File: src/sv/der_lsc_pkg.sv
// Shared types and constants for the strict DER low-S signature checker.
// No dependencies; imported by der_lsc_core and der_low_s_signature_check.
package der_lsc_pkg;

    localparam logic [7:0] TagSequence = 8'h30;
    localparam logic [7:0] TagInteger  = 8'h02;
    localparam logic [7:0] IntMaxLen   = 8'd33;
    localparam logic [6:0] CountMax    = 7'd127;
    localparam logic [7:0] MinSigBytes = 8'd8;

    typedef enum logic [1:0] {
        CMP_EQUAL   = 2'd0,
        CMP_LESS    = 2'd1,
        CMP_GREATER = 2'd2
    } cmp_t;

    typedef struct packed {
        logic valid;
        logic ok;
    } verdict_t;

    // Half of the secp256k1 group order, most significant byte first.
    function automatic logic [7:0] half_n_byte(input logic [4:0] idx);
        logic [7:0] b;
        case (idx)
            5'd0:  b = 8'h7f;
            5'd16: b = 8'h5d;
            5'd17: b = 8'h57;
            5'd18: b = 8'h6e;
            5'd19: b = 8'h73;
            5'd20: b = 8'h57;
            5'd21: b = 8'ha4;
            5'd22: b = 8'h50;
            5'd23: b = 8'h1d;
            5'd24: b = 8'hdf;
            5'd25: b = 8'he9;
            5'd26: b = 8'h2f;
            5'd27: b = 8'h46;
            5'd28: b = 8'h68;
            5'd29: b = 8'h1b;
            5'd30: b = 8'h20;
            5'd31: b = 8'ha0;
            default: b = 8'hff;
        endcase
        return b;
    endfunction

endpackage

File: src/sv/der_lsc_core.sv
// Parser state and per-byte checks of the strict DER low-S signature checker.
// Depends on der_lsc_pkg; instantiated by der_low_s_signature_check.
module der_lsc_core #(
    parameter int MAX_SIG_BYTES = 72
) (
    input  logic                  aclk,
    input  logic                  aresetn,
    input  logic                  take,
    input  logic [7:0]            sig_byte,
    input  logic                  last_byte,
    output der_lsc_pkg::verdict_t verdict
);
    import der_lsc_pkg::*;

    localparam logic [6:0] MaxBytes = 7'(MAX_SIG_BYTES);

    logic [6:0] count_reg, count_next, count_upd;
    logic [7:0] decl_reg, decl_next, decl_upd;
    logic [7:0] rlen_reg, rlen_next, rlen_upd;
    logic [6:0] stpos_reg, stpos_next, stpos_upd;
    logic [7:0] slen_reg, slen_next, slen_upd;
    logic       rzero_reg, rzero_next, rzero_upd;
    logic       szero_reg, szero_next, szero_upd;
    cmp_t       cmp_reg, cmp_next, cmp_upd;
    logic       failed_reg, failed_next, failed_upd;

    logic [6:0] pos;
    logic [6:0] k;
    logic [7:0] idx_w;
    logic [4:0] idx;
    logic [7:0] half_b;
    logic [7:0] len;
    logic       ok;

    assign pos    = count_reg;
    assign k      = pos - stpos_reg - 7'd2;
    assign idx_w  = {1'b0, k} + 8'd32 - slen_reg;
    assign idx    = idx_w[4:0];
    assign half_b = half_n_byte(idx);
    assign len    = {1'b0, pos} + 8'd1;

    always_comb begin
        decl_upd   = decl_reg;
        rlen_upd   = rlen_reg;
        stpos_upd  = stpos_reg;
        slen_upd   = slen_reg;
        rzero_upd  = rzero_reg;
        szero_upd  = szero_reg;
        cmp_upd    = cmp_reg;
        failed_upd = failed_reg;
        count_upd  = (pos == CountMax) ? CountMax : pos + 7'd1;

        if (pos >= MaxBytes) begin
            failed_upd = 1'b1;
        end else if (!failed_reg) begin
            case (pos)
                7'd0: begin
                    if (sig_byte != TagSequence) failed_upd = 1'b1;
                end
                7'd1: begin
                    decl_upd = sig_byte;
                end
                7'd2: begin
                    if (sig_byte != TagInteger) failed_upd = 1'b1;
                end
                7'd3: begin
                    rlen_upd = sig_byte;
                    if (sig_byte == 8'd0 || sig_byte > IntMaxLen) begin
                        failed_upd = 1'b1;
                    end else begin
                        stpos_upd = sig_byte[6:0] + 7'd4;
                    end
                end
                default: begin
                    if (pos == 7'd4) begin
                        if (sig_byte[7]) failed_upd = 1'b1;
                        rzero_upd = (sig_byte == 8'd0);
                    end
                    if (pos == 7'd5 && rlen_reg > 8'd1 && rzero_reg && !sig_byte[7]) begin
                        failed_upd = 1'b1;
                    end
                    if (stpos_reg >= 7'd5) begin
                        if (pos == stpos_reg) begin
                            if (sig_byte != TagInteger) failed_upd = 1'b1;
                        end else if (pos == stpos_reg + 7'd1) begin
                            slen_upd = sig_byte;
                            if (sig_byte == 8'd0 || sig_byte > IntMaxLen) begin
                                failed_upd = 1'b1;
                            end else if (sig_byte < 8'd32) begin
                                cmp_upd = CMP_LESS;
                            end
                        end else if (pos >= stpos_reg + 7'd2 && {1'b0, k} < slen_reg) begin
                            if (k == 7'd0) begin
                                if (sig_byte[7]) failed_upd = 1'b1;
                                szero_upd = (sig_byte == 8'd0);
                            end
                            if (k == 7'd1 && slen_reg > 8'd1 && szero_reg && !sig_byte[7]) begin
                                failed_upd = 1'b1;
                            end
                            if (slen_reg == IntMaxLen && k == 7'd0) begin
                                if (sig_byte != 8'd0) failed_upd = 1'b1;
                            end else if (cmp_reg == CMP_EQUAL) begin
                                if (sig_byte < half_b) begin
                                    cmp_upd = CMP_LESS;
                                end else if (sig_byte > half_b) begin
                                    cmp_upd = CMP_GREATER;
                                end
                            end
                        end
                    end
                end
            endcase
        end
    end

    always_comb begin
        ok = !failed_upd
            && len >= MinSigBytes
            && len <= {1'b0, MaxBytes}
            && decl_upd == len - 8'd2
            && ({1'b0, rlen_upd} + 9'd7) <= {1'b0, len}
            && ({2'b00, stpos_upd} + 9'd2 + {1'b0, slen_upd}) == {1'b0, len}
            && cmp_upd != CMP_GREATER;
    end

    assign verdict.valid = take && last_byte;
    assign verdict.ok    = ok;

    always_comb begin
        count_next  = count_reg;
        decl_next   = decl_reg;
        rlen_next   = rlen_reg;
        stpos_next  = stpos_reg;
        slen_next   = slen_reg;
        rzero_next  = rzero_reg;
        szero_next  = szero_reg;
        cmp_next    = cmp_reg;
        failed_next = failed_reg;
        if (take) begin
            if (last_byte) begin
                count_next  = '0;
                decl_next   = '0;
                rlen_next   = '0;
                stpos_next  = '0;
                slen_next   = '0;
                rzero_next  = 1'b0;
                szero_next  = 1'b0;
                cmp_next    = CMP_EQUAL;
                failed_next = 1'b0;
            end else begin
                count_next  = count_upd;
                decl_next   = decl_upd;
                rlen_next   = rlen_upd;
                stpos_next  = stpos_upd;
                slen_next   = slen_upd;
                rzero_next  = rzero_upd;
                szero_next  = szero_upd;
                cmp_next    = cmp_upd;
                failed_next = failed_upd;
            end
        end
    end

    always_ff @(posedge aclk) begin
        if (!aresetn) begin
            count_reg  <= '0;
            decl_reg   <= '0;
            rlen_reg   <= '0;
            stpos_reg  <= '0;
            slen_reg   <= '0;
            rzero_reg  <= 1'b0;
            szero_reg  <= 1'b0;
            cmp_reg    <= CMP_EQUAL;
            failed_reg <= 1'b0;
        end else begin
            count_reg  <= count_next;
            decl_reg   <= decl_next;
            rlen_reg   <= rlen_next;
            stpos_reg  <= stpos_next;
            slen_reg   <= slen_next;
            rzero_reg  <= rzero_next;
            szero_reg  <= szero_next;
            cmp_reg    <= cmp_next;
            failed_reg <= failed_next;
        end
    end

endmodule

File: src/sv/der_low_s_signature_check.sv
// Top level of the strict DER low-S ECDSA signature checker.
// Depends on der_lsc_pkg and der_lsc_core.
//
//   channel | direction | tdata                      | tlast
//   s_      | in        | [7:0] sig_byte             | last_byte
//   m_      | out       | [0] is_canonical, rest 0   | -
//
// One item per cycle sustained unless a last byte waits on a stalled result:
// an input register feeds the parser state update and the verdict logic, which load the result register.
// After the last byte is accepted, its verdict passes from the input register to the result register.
// aresetn is synchronous; reset empties both registers and restarts parsing.
// A stalled result holds only the stage behind it; other bytes keep flowing.
module der_low_s_signature_check #(
    parameter int MAX_SIG_BYTES = 72
) (
    input  logic       aclk,
    input  logic       aresetn,
    input  logic       s_tvalid,
    output logic       s_tready,
    input  logic [7:0] s_tdata,   // [7:0] sig_byte
    input  logic       s_tlast,
    output logic       m_tvalid,
    input  logic       m_tready,
    output logic [7:0] m_tdata    // [0] is_canonical, [7:1] zero
);
    import der_lsc_pkg::*;

    logic       in_valid_reg;
    logic [7:0] in_byte_reg;
    logic       in_last_reg;
    logic       out_valid_reg;
    logic       out_ok_reg;
    logic       out_free;
    logic       advance;
    verdict_t   verdict;

    assign out_free = !out_valid_reg || m_tready;
    assign advance  = in_valid_reg && (out_free || !in_last_reg);
    assign s_tready = !in_valid_reg || advance;

    der_lsc_core #(
        .MAX_SIG_BYTES(MAX_SIG_BYTES)
    ) u_core (
        .aclk      (aclk),
        .aresetn   (aresetn),
        .take      (advance),
        .sig_byte  (in_byte_reg),
        .last_byte (in_last_reg),
        .verdict   (verdict)
    );

    always_ff @(posedge aclk) begin
        if (!aresetn) begin
            in_valid_reg  <= 1'b0;
            out_valid_reg <= 1'b0;
        end else begin
            if (s_tready) begin
                in_valid_reg <= s_tvalid;
            end
            if (verdict.valid) begin
                out_valid_reg <= 1'b1;
            end else if (m_tready) begin
                out_valid_reg <= 1'b0;
            end
        end
        if (s_tvalid && s_tready) begin
            in_byte_reg <= s_tdata;
            in_last_reg <= s_tlast;
        end
        if (verdict.valid) begin
            out_ok_reg <= verdict.ok;
        end
    end

    assign m_tvalid = out_valid_reg;
    assign m_tdata  = {7'd0, out_ok_reg};

endmodule
File: config.mk
export PLATFORM = sky130hd
export DESIGN_NAME = der_low_s_signature_check
export DESIGN_NICKNAME = d
export VERILOG_FILES = /design/src/sv/der_lsc_pkg.sv /design/src/sv/der_lsc_core.sv /design/src/sv/der_low_s_signature_check.sv
export SDC_FILE = /design/constraint.sdc
export NUM_CORES = 1
export LEC_CHECK = 0
export BUFFER_PORTS_ARGS = -buffer_cell sky130_fd_sc_hd__buf_4
export CAP_MARGIN = 40
export CORE_MARGIN = 8
export CORE_UTILIZATION = 45
export DETAILED_ROUTE_END_ITERATION = 7
export GPL_ROUTABILITY_DRIVEN = 0
export GPL_TIMING_DRIVEN = 0
export PLACE_DENSITY = 0.65
export SLEW_MARGIN = 5
export SYNTH_ARGS = -nofsm -noshare
export SYNTH_HDL_FRONTEND = slang
export SYNTH_SLANG_ARGS = --single-unit
File: constraint.sdc
create_clock -name aclk -period 4.74 [get_ports aclk]
set_input_delay 0.474 -clock aclk [delete_from_list [all_inputs] [get_ports aclk]]
set_output_delay 0.474 -clock aclk [all_outputs]
set_load 0.01 [all_outputs]
* Word level (Yosys, flattened, before mapping)
Memory sizes are Yosys's and may differ from the RTL's.
Index checks and enable logic that the tools add are counted.
** Operators by class
- Shifts and indexed selects :: 0
- Order comparisons :: 13
- Reductions and logical operators :: 39
- $mul :: 0
- Equal/unequal tests :: 20
- Bitwise operators :: 0
- Divide/modulo/power cells :: 0
- Multiplexer cells :: 73
- $add $sub $neg :: 13
** Operators with widths (count)
- $mux W8 :: 15
- $mux W7 :: 7
- $mux W1 :: 36
- $mux W2 :: 14
- $logic_and A1 B1 Y1 :: 17
- $gt A8 B1 Y1 const B :: 2
- $add A7 B1 Y7 const B :: 2
- $eq A7 B1 Y1 const B :: 2
- $eq A7 B2 Y1 const B :: 2
- $eq A7 B3 Y1 const B :: 2
- $eq A7 B7 Y1 :: 2
- $logic_not A7 Y1 :: 2
- $ne A2 B2 Y1 const B :: 5
- $reduce_bool A2 Y1 :: 5
- $add A8 B3 Y9 const B :: 1
- $add A9 B8 Y9 :: 1
- $eq A9 B8 Y1 :: 1
- $le A9 B8 Y1 :: 1
- $reduce_and A9 Y1 :: 1
- $add A7 B1 Y8 const B :: 1
- $add A7 B2 Y8 const B :: 1
- $eq A8 B6 Y1 const B :: 1
- $eq A8 B8 Y1 :: 1
- $ge A8 B4 Y1 const B :: 1
- 28 further kinds :: 35
** Word-level totals
- Bits in latches :: 0
- Input port bits :: 13
- Register bits after elaboration :: 55
- Memory bits (read-only) :: 256
- Bits in writable memories :: 0
- Memories :: 1
** Memory list
- (no name shown) :: words 32, width 8, read ports 1, clocked after Yosys merged registers in 0, write ports 0, RTL line der_lsc_pkg.sv:25 : case (idx)

* Longest topological paths before layout
Gate-level depths: netlist of the first run.
- Depth after elaboration :: 24
- Mapped depth :: 24
- Depth with buffers taken out :: 23

* Cells and area by module
From an unflattened synthesis of the first run, not the netlist that was laid out.
** Second synthesis, totals
- Cells, all modules :: 712
- Area total of the unflattened synthesis :: 5853.1 µm²
** By module, submodules not included
- der_lsc_core :: instances 1, cells each 684, sequential area each 860.8 µm², area an instance 5385.2 µm²
- der_low_s_signature_check :: instances 1, cells each 28, sequential area each 340.3 µm², area an instance 467.9 µm²

* Worst setup path before layout of the first run
Ideal clock, no wire load.
- Path kind :: register -> register
- Start point :: register u_core.count_reg[1]
- End point :: register out_ok_reg, data pin
- Stages on the path, launching flop included :: 24
- Data arrival time :: 4559 ps
- Setup time :: 207 ps
- Setup slack :: -26 ps
- Clock period less this slack :: 4766 ps
- Path through :: dfxtp_1 -> clkbuf_1 -> inv_1 -> ha_1 -> inv_1 -> ha_1 -> inv_1 -> fa_1 -> inv_1 -> ha_1 -> o21ai_0 -> nand2b_1 -> xnor2_1 -> clkbuf_1 -> nor2_1 -> a211oi_1 -> ha_1 -> a21o_1 -> a21o_1 -> a21oi_1 -> o21ai_0 -> or4b_1 -> o211ai_1 -> a2111oi_0
** On the way
- Cells in the longest elaborated chain, start to end :: 24
** Ends and longest elaborated chain
- start, declared :: RTL line der_lsc_core.sv:17 : logic [6:0] count_reg, count_next, count_upd;
- start signal, assigned :: RTL line der_lsc_core.sv:176 : count_reg <= count_next;
- branches (longest 23 deep; another with $mem_v2 Z32 W8)
- $logic_and A1 B1 Y1 (*) :: RTL line der_lsc_core.sv:123 : && cmp_upd != CMP_GREATER;
- net u_core.ok :: RTL line der_lsc_core.sv:33 : logic ok;
- end signal, assigned :: RTL line der_low_s_signature_check.sv:71 : out_ok_reg <= verdict.ok;
- end, declared :: RTL line der_low_s_signature_check.sv:32 : logic out_ok_reg;
Mark *: on every way through the listed nets, which the timed path passes.
A chain may end at the register's enable or synchronous reset.

* Worst setup path after layout of the first run
- Start point :: register u_core.count_reg[3]
- End point :: register out_ok_reg, data pin
Same word-level chain as after synthesis.

==> results.ini, run 1 <==
[final_layout]
areaGrowthSynthToFinish_pct = 23.9
antenna_cells = 0
layout.cells.non_filler = 949
drive_gt1_frac = 0.230
final_nets = 862
num-fill-cells = 1096

[flow_run]
drv_cap = 0

[route]
drc = 0
drt_iter0_markers = 536
vias = 5725
viasPerCell = 6.03
ant_nets = 0
dr.pass1.iters = 6
wire_per_inst_um = 19.0
drt-total-wl_mm = 18.1

[placement]
io_buffer_count = 15
dp_cells = 903
dp_slack_ns = -1.10
dpl.hpwl_mm = 12.9

[global_routing]
grt_usage = 0.207
overflow = 0
grt_max_degree = 18
antenna_found_initial = 0
grt_pass1_vias = 5316
grt_pass1_wl_mm = 27.2

[clock_tree]
clk_pin_slew_ns = 0.07
cts_buffers = 5
cts_tree = built
cts_buffer_depth = 2
cts.hold.buffers_added = 0
clk-insertion-delay-late_ns = 0.30
clock_sinks = 55
root_buffer = clkbuf_16
htree_levels = 2

[floorplanning]
core_area_um2 = 12500
die-area_um2 = 16400
pin_count = 23
initial_core_util = 0.454
rows = 41
die_h_um = 128
fp.dieW_um = 128

[pwr]
power_frac_clock = 0.370
p_sw_mw = 0.288
p_seq_frac = 0.471
totalPowerFinal_mw = 1.04
p_sw_frac = 0.278
power.internal_mw = 0.748
p_per_area_nw_per_um2 = 148
p_leak_nw = 2.85
ir_worst_vdd_v = 0.000139
power_frac_comb = 0.159

[synthesis]
ys_ff_latch = 55
synth.most_common_cell = ha_1
synth_top_area_cell = dfxtp_1
synth-edff-count = 10
synth_common_cells = ha_1, nor2_1, a21oi_1, dfxtp_1, inv_1
yosysWarnings = 0
synth_area_leaders = dfxtp_1, ha_1, xnor2_1, edfxtp_1, nor2b_1
synth_cells = 709
ys_async_sr_fraction = 0
syn_area_um2 = 5660
yosysSeqAreaShare = 0.212
ys.flop_type = dfxtp_1
synth_area_per_cell_um2 = 7.98
yosysTopAreaCellShare = 0.159
yosysUniqueCellTypes = 60

[critical_path]
start_kind = flip-flop
arrival_ns = 4.77
crit_type = flip-flop to flip-flop
critPathMaxFanout = 10
end_kind = flip-flop
cp.required_ns = 4.78

[run_status]
outcome = completed

[sta]
hold_viol = 0
final-max-slew-violation-count = 0
fmax_mhz = 212
tightest_slew_ns = 0.805
fin_skew_ns = 0.00414
period_minus_slack_ns = 4.73
setup_violations = 0
worst_slack_ns = 0.0126
slew_headroom = 0.459
finalCritPeriodShare = 0.997

[min_path]
hp-class = input pin to flip-flop

-- kinds of logic (layout without fill, tap and decap cells) --
group,count (synthesis),after routing,synth area share
xor gates and xnor gates,57,57,0.0911
and+or+nand+nor,244,244,0.229
other,1,7,0.000663
DFF,55,55,0.212
adders and majority gates,73,73,0.165
buffers and inverters,87,149,0.0655
muxes,28,28,0.0511
AOI/OAI and AO/OA,164,164,0.185
-- critical path: stages, from the launching register on --
cell and delay (ns):
dfxtp_4 0.39, buf_6 0.15, inv_1 0.12, ha_1 0.32, inv_1 0.08, ha_2 0.31, a21oi_2 0.19, and3b_1 0.23
nor2_1 0.08, ha_1 0.32, o21ai_2 0.09, o21ai_4 0.30, a21oi_1 0.07, a21oi_1 0.21, mux2i_1 0.13, ha_1 0.33
nand4_1 0.16, o21ai_2 0.21, or4b_4 0.52, o211ai_1 0.19, a2111oi_4 0.10
-- layer usage --
layer / vias up / wire length [um] / GRT usage
met5: - / 0 / 0
met4: 0 / 495 / 0.0727
met3: 47 / 1590 / 0.0304
met2: 309 / 8380 / 0.342
met1: 2710 / 7600 / 0.268
li1: 2659 / - / -
-- through the flow --
stage	hold slack, ns	util	instance area, um2	TNS [ns]
2_1_floorplan	0.447	-	5680	0
3_3_place_gp	0.468	0.482	6010	-2.11
3_5_place_dp	0.470	0.482	6010	-2.36
4_1_cts	0.347	0.521	6490	0
5_1_grt	0.339	0.562	7010	-0.158
6_report	0.348	0.562	7010	0
-- power by group through the flow --
stage / Sequential [mW] / Clock, mW / Combinational [mW]
global route: 0.489 / 0.405 / 0.176
floorplan: 0.499 / 0 / 0.0898
CTS: 0.489 / 0.383 / 0.146
detailed placement: 0.503 / 0 / 0.132
finish: 0.488 / 0.384 / 0.165
global placement: 0.502 / 0 / 0.128
-- worst paths after layout --
| path | startpoint | endpoint | slack, ns | cells after the start |
|---|---|---|---|---|
| setup / recovery | u_core.count_reg[3] | out_ok_reg | 0.01 | 20 |
| hold / removal | s_tdata[6] | in_byte_reg[6] | 0.35 | 1 |
| setup reg to reg | u_core.count_reg[3] | out_ok_reg | 0.01 | 20 |
| hold reg to reg | u_core.szero_reg | u_core.szero_reg | 0.48 | 2 |
-- area by class of cell --
type,instances,area [um2],area share
Buffer,42,282,0.0402
Clock buffer,6,129,0.0184
Clock inverter,2,16.3,0.00232
Inverter,45,175,0.0250
Multi-Input combinational cell,573,4550,0.649
Sequential cell,55,1220,0.174
Tap cell,172,215,0.0307
Timing Repair Buffer,54,422,0.0602
-- what timing repair did --
action,4_1_cts,5_1_grt
endpoints found under the setup margin,3,2
gates resized for setup,63,85
buffers inserted,16,22
pin swaps,13,27
-- cell usage in the layout (no fill, tap or decap), types with 27 or more instances in the layout --
cell type	instances
inv_1	40
xnor2_1	34
nor2_1	40
buf_4	62
dfxtp_1	38
o21ai_0	27
nand2_1	36
a21oi_1	39
nor2b_1	39
ha_1	57
No activity file was read; power rests on OpenSTA's default activity.
==> run 2: changes to the inputs <==
Settings changed: ABC_AREA from default to 1, CTS_BUF_LIST from default to sky130_fd_sc_hd__clkbuf_16, SETUP_SLACK_MARGIN from default to 0.3.
==> results.ini, run 2 <==
[run_status]
outcome = completed

[min_path]
holdPathStages = 1
hp-class = input pin to flip-flop

[sta]
setup_violations = 0
slew_headroom = 0.500
hold_viol = 0
grt_setup_unrepaired = false
fin_skew_ns = 0.00489
fmax_mhz = 237
period_minus_slack_ns = 4.23
holdWs_ns = 0.352
final-max-slew-violation-count = 0
finalCritPeriodShare = 0.892
tightest_slew_ns = 0.745

[global_routing]
grt_usage = 0.197
overflow = 0
antenna_found_initial = 0
grt_pass1_wl_mm = 25.7
grt_max_degree = 18
grt_pass1_vias = 5109

[final_layout]
regArea_um2 = 1220
num-fill-cells = 1290
final_cell_mix = nand2_1, inv_1, a21oi_1
areaGrowthSynthToFinish_pct = 14.5
antenna_cells = 0
multi_input_area_um2 = 4060
final_nets = 1002
drive_gt1_frac = 0.159
layout_commonest_cell = nand2_1

[synthesis]
ys_ff_latch = 55
ys_async_sr_fraction = 0
yosysUniqueCellTypes = 49
synth_area_per_cell_um2 = 6.55
yosysTopAreaCellShare = 0.165
synth_area_leaders = nand2_1, dfxtp_1, ha_1, inv_1, a21oi_1
ys.flop_type = dfxtp_1
synth_top_area_cell = nand2_1
yosysSeqAreaShare = 0.210
synth_common_cells = nand2_1, inv_1, ha_1
synth-edff-count = 10
yosysWarnings = 0
synth.most_common_cell = nand2_1
syn_area_um2 = 5720
synth_cells = 874

[critical_path]
cp.required_ns = 4.79
crit_type = flip-flop to flip-flop
start_kind = flip-flop
cp_num_cells = 27
critPathMaxFanout = 9
ff2ff_path_depth = 27
crit_top_cell = nand2_1
arrival_ns = 4.28
max_stage_delay_ns = 0.50
slowest_stage = fa_1
crit_buf_inv = 7
end_kind = flip-flop
worst_path_dominant_cell_family = adder cells

[route]
drt_iter0_markers = 435
wl_met1_mm = 7.65
met2WireLength_mm = 7.47
viasPerCell = 5.22
highest_layer = met4
drt-total-wl_mm = 16.4
dr.pass1.iters = 6
ant_nets = 0
vias = 5686
drc = 0
met3_length_mm = 1.03
wire_per_inst_um = 15.1

[pwr]
p_seq_frac = 0.448
power_frac_comb = 0.132
p_sw_frac = 0.253
ir_worst_vdd_v = 0.000143
power.internal_mw = 0.813
p_per_area_nw_per_um2 = 166
power_frac_clock = 0.420
totalPowerFinal_mw = 1.09
p_sw_mw = 0.275
p_leak_nw = 3.00

[clock_tree]
clk-insertion-delay-late_ns = 0.29
cts_buffer_depth = 2
cts.hold.buffers_added = 0
htree_levels = 2
root_buffer = clkbuf_16
clk_pin_slew_ns = 0.07
cts_buffers = 5
cts_tree = built
clock_sinks = 55

[floorplanning]
fp.dieW_um = 129
rows = 41
core_area_um2 = 12500
die_h_um = 129
initial_core_util = 0.457
pin_count = 23
die-area_um2 = 16600

[placement]
io_buffer_count = 15
dpl.hpwl_mm = 12.6

[flow_run]
drv_cap = 0

## run 2: timing repair
item	CTS	global route
resized for setup	28	31
setup endpoints to repair	3	3
buffers inserted	3	11
pin swaps	5	7
## run 2: worst reg2reg max path, stage by stage, from the launching register on
cell,delay (ns)
dfxtp_4,0.35
inv_2,0.10
ha_4,0.21
inv_2,0.08
ha_4,0.15
inv_1,0.05
fa_1,0.50
inv_2,0.07
ha_4,0.23
a21oi_1,0.13
inv_1,0.05
or2_2,0.29
nand2_4,0.11
clkinv_4,0.11
nor3_4,0.14
a211oi_2,0.06
ha_1,0.30
nand2_1,0.06
o21ai_0,0.15
nand2_1,0.06
o211ai_1,0.12
nor3_1,0.07
nand2_1,0.06
inv_1,0.05
a21oi_2,0.17
nand2_1,0.11
nand4_1,0.12
nor2_2,0.05
## run 2: power by group through the flow
| stage | sequential, mW | combinational, mW | clock (mW) |
|---|---|---|---|
| 2_1_floorplan | 0.499 | 0.0864 | 0 |
| 3_3_place_gp | 0.504 | 0.126 | 0 |
| 3_5_place_dp | 0.504 | 0.127 | 0 |
| 4_1_cts | 0.492 | 0.132 | 0.469 |
| 5_1_grt | 0.488 | 0.157 | 0.482 |
| 6_report | 0.487 | 0.144 | 0.457 |
## run 2: metal layers
| layer | vias up | track usage |
|---|---|---|
| li1 | 2916 | - |
| met1 | 2557 | 0.272 |
| met2 | 192 | 0.324 |
| met3 | 21 | 0.0194 |
| met4 | 0 | 0.0449 |
| met5 | - | 0 |
## run 2: cell type report
| type | count | area share |
|---|---|---|
| inverters | 124 | 0.0722 |
| repair buffers | 29 | 0.0332 |
| clock buffers | 6 | 0.0229 |
| flip-flops and latches | 55 | 0.187 |
| clock inverters | 2 | 0.00573 |
| multi-input cells | 674 | 0.619 |
| well taps | 172 | 0.0329 |
| plain buffers | 27 | 0.0267 |
## run 2: cell families (layout without fill, tap and decap cells)
kind of cell	Yosys count	in the layout	share of synthesized area
simple gates	411	411	0.316
compound gates	154	154	0.153
buf+inv	151	188	0.112
fa+ha+maj	73	73	0.164
flops	55	55	0.210
xor+xnor	29	29	0.0444
other cells	1	7	0.000656
## run 2: worst paths after layout
path / slack, ns / to / from
setup / recovery: 0.51 / out_ok_reg / u_core.count_reg[1]
hold / removal: 0.35 / in_byte_reg[0] / s_tdata[0]
setup reg to reg: 0.51 / out_ok_reg / u_core.count_reg[1]
hold reg to reg: 0.47 / u_core.rlen_reg[0] / u_core.rlen_reg[0]
## run 2: through the flow
stage	setup TNS, ns	utilization	setup WS, ns	area, um2	instances
6_report	0	0.523	0.513	6550	1089
4_1_cts	0	0.509	0.327	6370	1078
2_1_floorplan	0	-	0.362	5740	880
3_5_place_dp	-0.683	0.485	-0.367	6070	1067
3_3_place_gp	-0.747	0.485	-0.411	6070	1067
5_1_grt	0	0.523	0.234	6550	1089
==> run 3: changes to the inputs <==
Settings changed: RECOVER_POWER from default to 100.
==> results.ini, run 3 (same netlist as run 2, synthesis figures left out) <==
[final_layout]
final_cell_mix = nand2_1, inv_1, a21oi_1
areaGrowthSynthToFinish_pct = 13.7
fin_util = 0.519
drive_gt1_frac = 0.145
layout_commonest_cell = nand2_1
layout.cells.non_filler = 1089
antenna_cells = 0
final_nets = 1002

[critical_path]
start_kind = flip-flop
worst_path_dominant_cell_family = simple AND/OR/NAND/NOR gates
r2r_start = u_core.count_reg[0]
arrival_ns = 4.42
crit_top_cell = nand2_1
max_stage_delay_ns = 0.37
crit_type = flip-flop to flip-flop
ff2ff_path_depth = 26
end_kind = flip-flop
cp.required_ns = 4.90
critPathMaxFanout = 9
rrSetupSlack_ns = 0.47
slowest_stage = dfxtp_4
timing.rr.end = out_ok_reg
crit_buf_inv = 4

[sta]
finalCritPeriodShare = 0.900
fmax_mhz = 234
slew_headroom = 0.508
grt_setup_unrepaired = false
final-max-slew-violation-count = 0
setup_violations = 0
period_minus_slack_ns = 4.27
tightest_slew_ns = 0.733
hold_viol = 0
fin_skew_ns = 0.00593

[floorplanning]
fp.dieW_um = 129
die_h_um = 129
pin_count = 23
rows = 41
core_area_um2 = 12500
initial_core_util = 0.457
die-area_um2 = 16600

[clock_tree]
cts_tree = built
cts.hold.buffers_added = 0
clock_sinks = 55
cts_buffer_depth = 2
cts_buffers = 5
root_buffer = clkbuf_16
clk_pin_slew_ns = 0.07
clk-insertion-delay-late_ns = 0.30
htree_levels = 2

[pwr]
p_leak_nw = 2.98
power.internal_mw = 0.811
p_per_area_nw_per_um2 = 168
p_sw_mw = 0.278
p_seq_frac = 0.447
power_frac_comb = 0.131
p_sw_frac = 0.255
ir_worst_vdd_v = 0.000142
power_frac_clock = 0.421

[route]
vias = 5667
ant_nets = 0
viasPerCell = 5.20
dr.pass1.iters = 5
drt-total-wl_mm = 16.5
drc = 0
drt_iter0_markers = 493
wire_per_inst_um = 15.1

[placement]
dpl.hpwl_mm = 12.6
io_buffer_count = 15
dp_cells = 1067

[global_routing]
grt_max_degree = 18
grt_pass1_wl_mm = 25.7
overflow = 0
grt_pass1_vias = 5109
grt_usage = 0.197
antenna_found_initial = 0

[min_path]
holdPathStages = 1
hp-class = input pin to flip-flop
hold_end = in_byte_reg[6]
worstHoldStart = s_tdata[6]

[run_status]
outcome = completed

[flow_run]
drv_cap = 0

## run 3: changes by cell type in the layout (fill, tap and decap cells not counted), sizes merged
cell    delta
buf       -15
clkbuf    +15
## run 3: layout make-up
type                       count  area, um2
buffer                        27        168
clock buffer                   6        150
clock inverter                 2       37.5
fill                        1304       6010
inverter                     124        473
multi-input combinational    674       4030
sequential                    55       1220
tap                          172        215
timing repair buffer          29        206
## run 3: worst max-delay path by stage
stage | start | end | depth (start not counted)
after global placement | u_core.count_reg[1] | out_ok_reg | 28
after detailed placement | u_core.count_reg[1] | out_ok_reg | 28
final | u_core.count_reg[0] | out_ok_reg | 26
after floorplan | u_core.count_reg[1] | out_ok_reg | 27
after global routing | u_core.count_reg[0] | out_ok_reg | 26
after CTS | u_core.count_reg[1] | out_ok_reg | 26
## run 3: routing by layer
| metal | GRT usage | share of wire |
|---|---|---|
| met5 | 0 | 0 |
| met4 | 0.0449 | 0.015 |
| met3 | 0.0194 | 0.060 |
| met2 | 0.324 | 0.45 |
| met1 | 0.272 | 0.47 |
## run 3: through the flow
stage | instance area [um2] | power (mW) | TNS, ns | hold WS, ns | setup WS, ns
after floorplan | 5740 | 0.586 | 0 | 0.434 | 0.362
after global placement | 6070 | 0.631 | -0.747 | 0.454 | -0.411
after detailed placement | 6070 | 0.631 | -0.683 | 0.457 | -0.367
after CTS | 6370 | 1.09 | 0 | 0.346 | 0.327
after global routing | 6500 | 1.12 | 0 | 0.363 | 0.143
final | 6500 | 1.09 | 0 | 0.371 | 0.473
## run 3: power groups by stage
| stage | Sequential, mW | Clock, mW | Combinational (mW) |
|---|---|---|---|
| global placement | 0.504 | 0 | 0.126 |
| finish | 0.487 | 0.459 | 0.143 |
| CTS | 0.492 | 0.469 | 0.132 |
| floorplan | 0.499 | 0 | 0.0864 |
| global route | 0.488 | 0.482 | 0.155 |
| detailed placement | 0.504 | 0 | 0.127 |
## run 3: timing repair
action,4_1_cts,5_1_grt
gates resized for setup,28,31
endpoints found under the setup margin,3,3
setup buffers,3,11
pin swaps,5,7
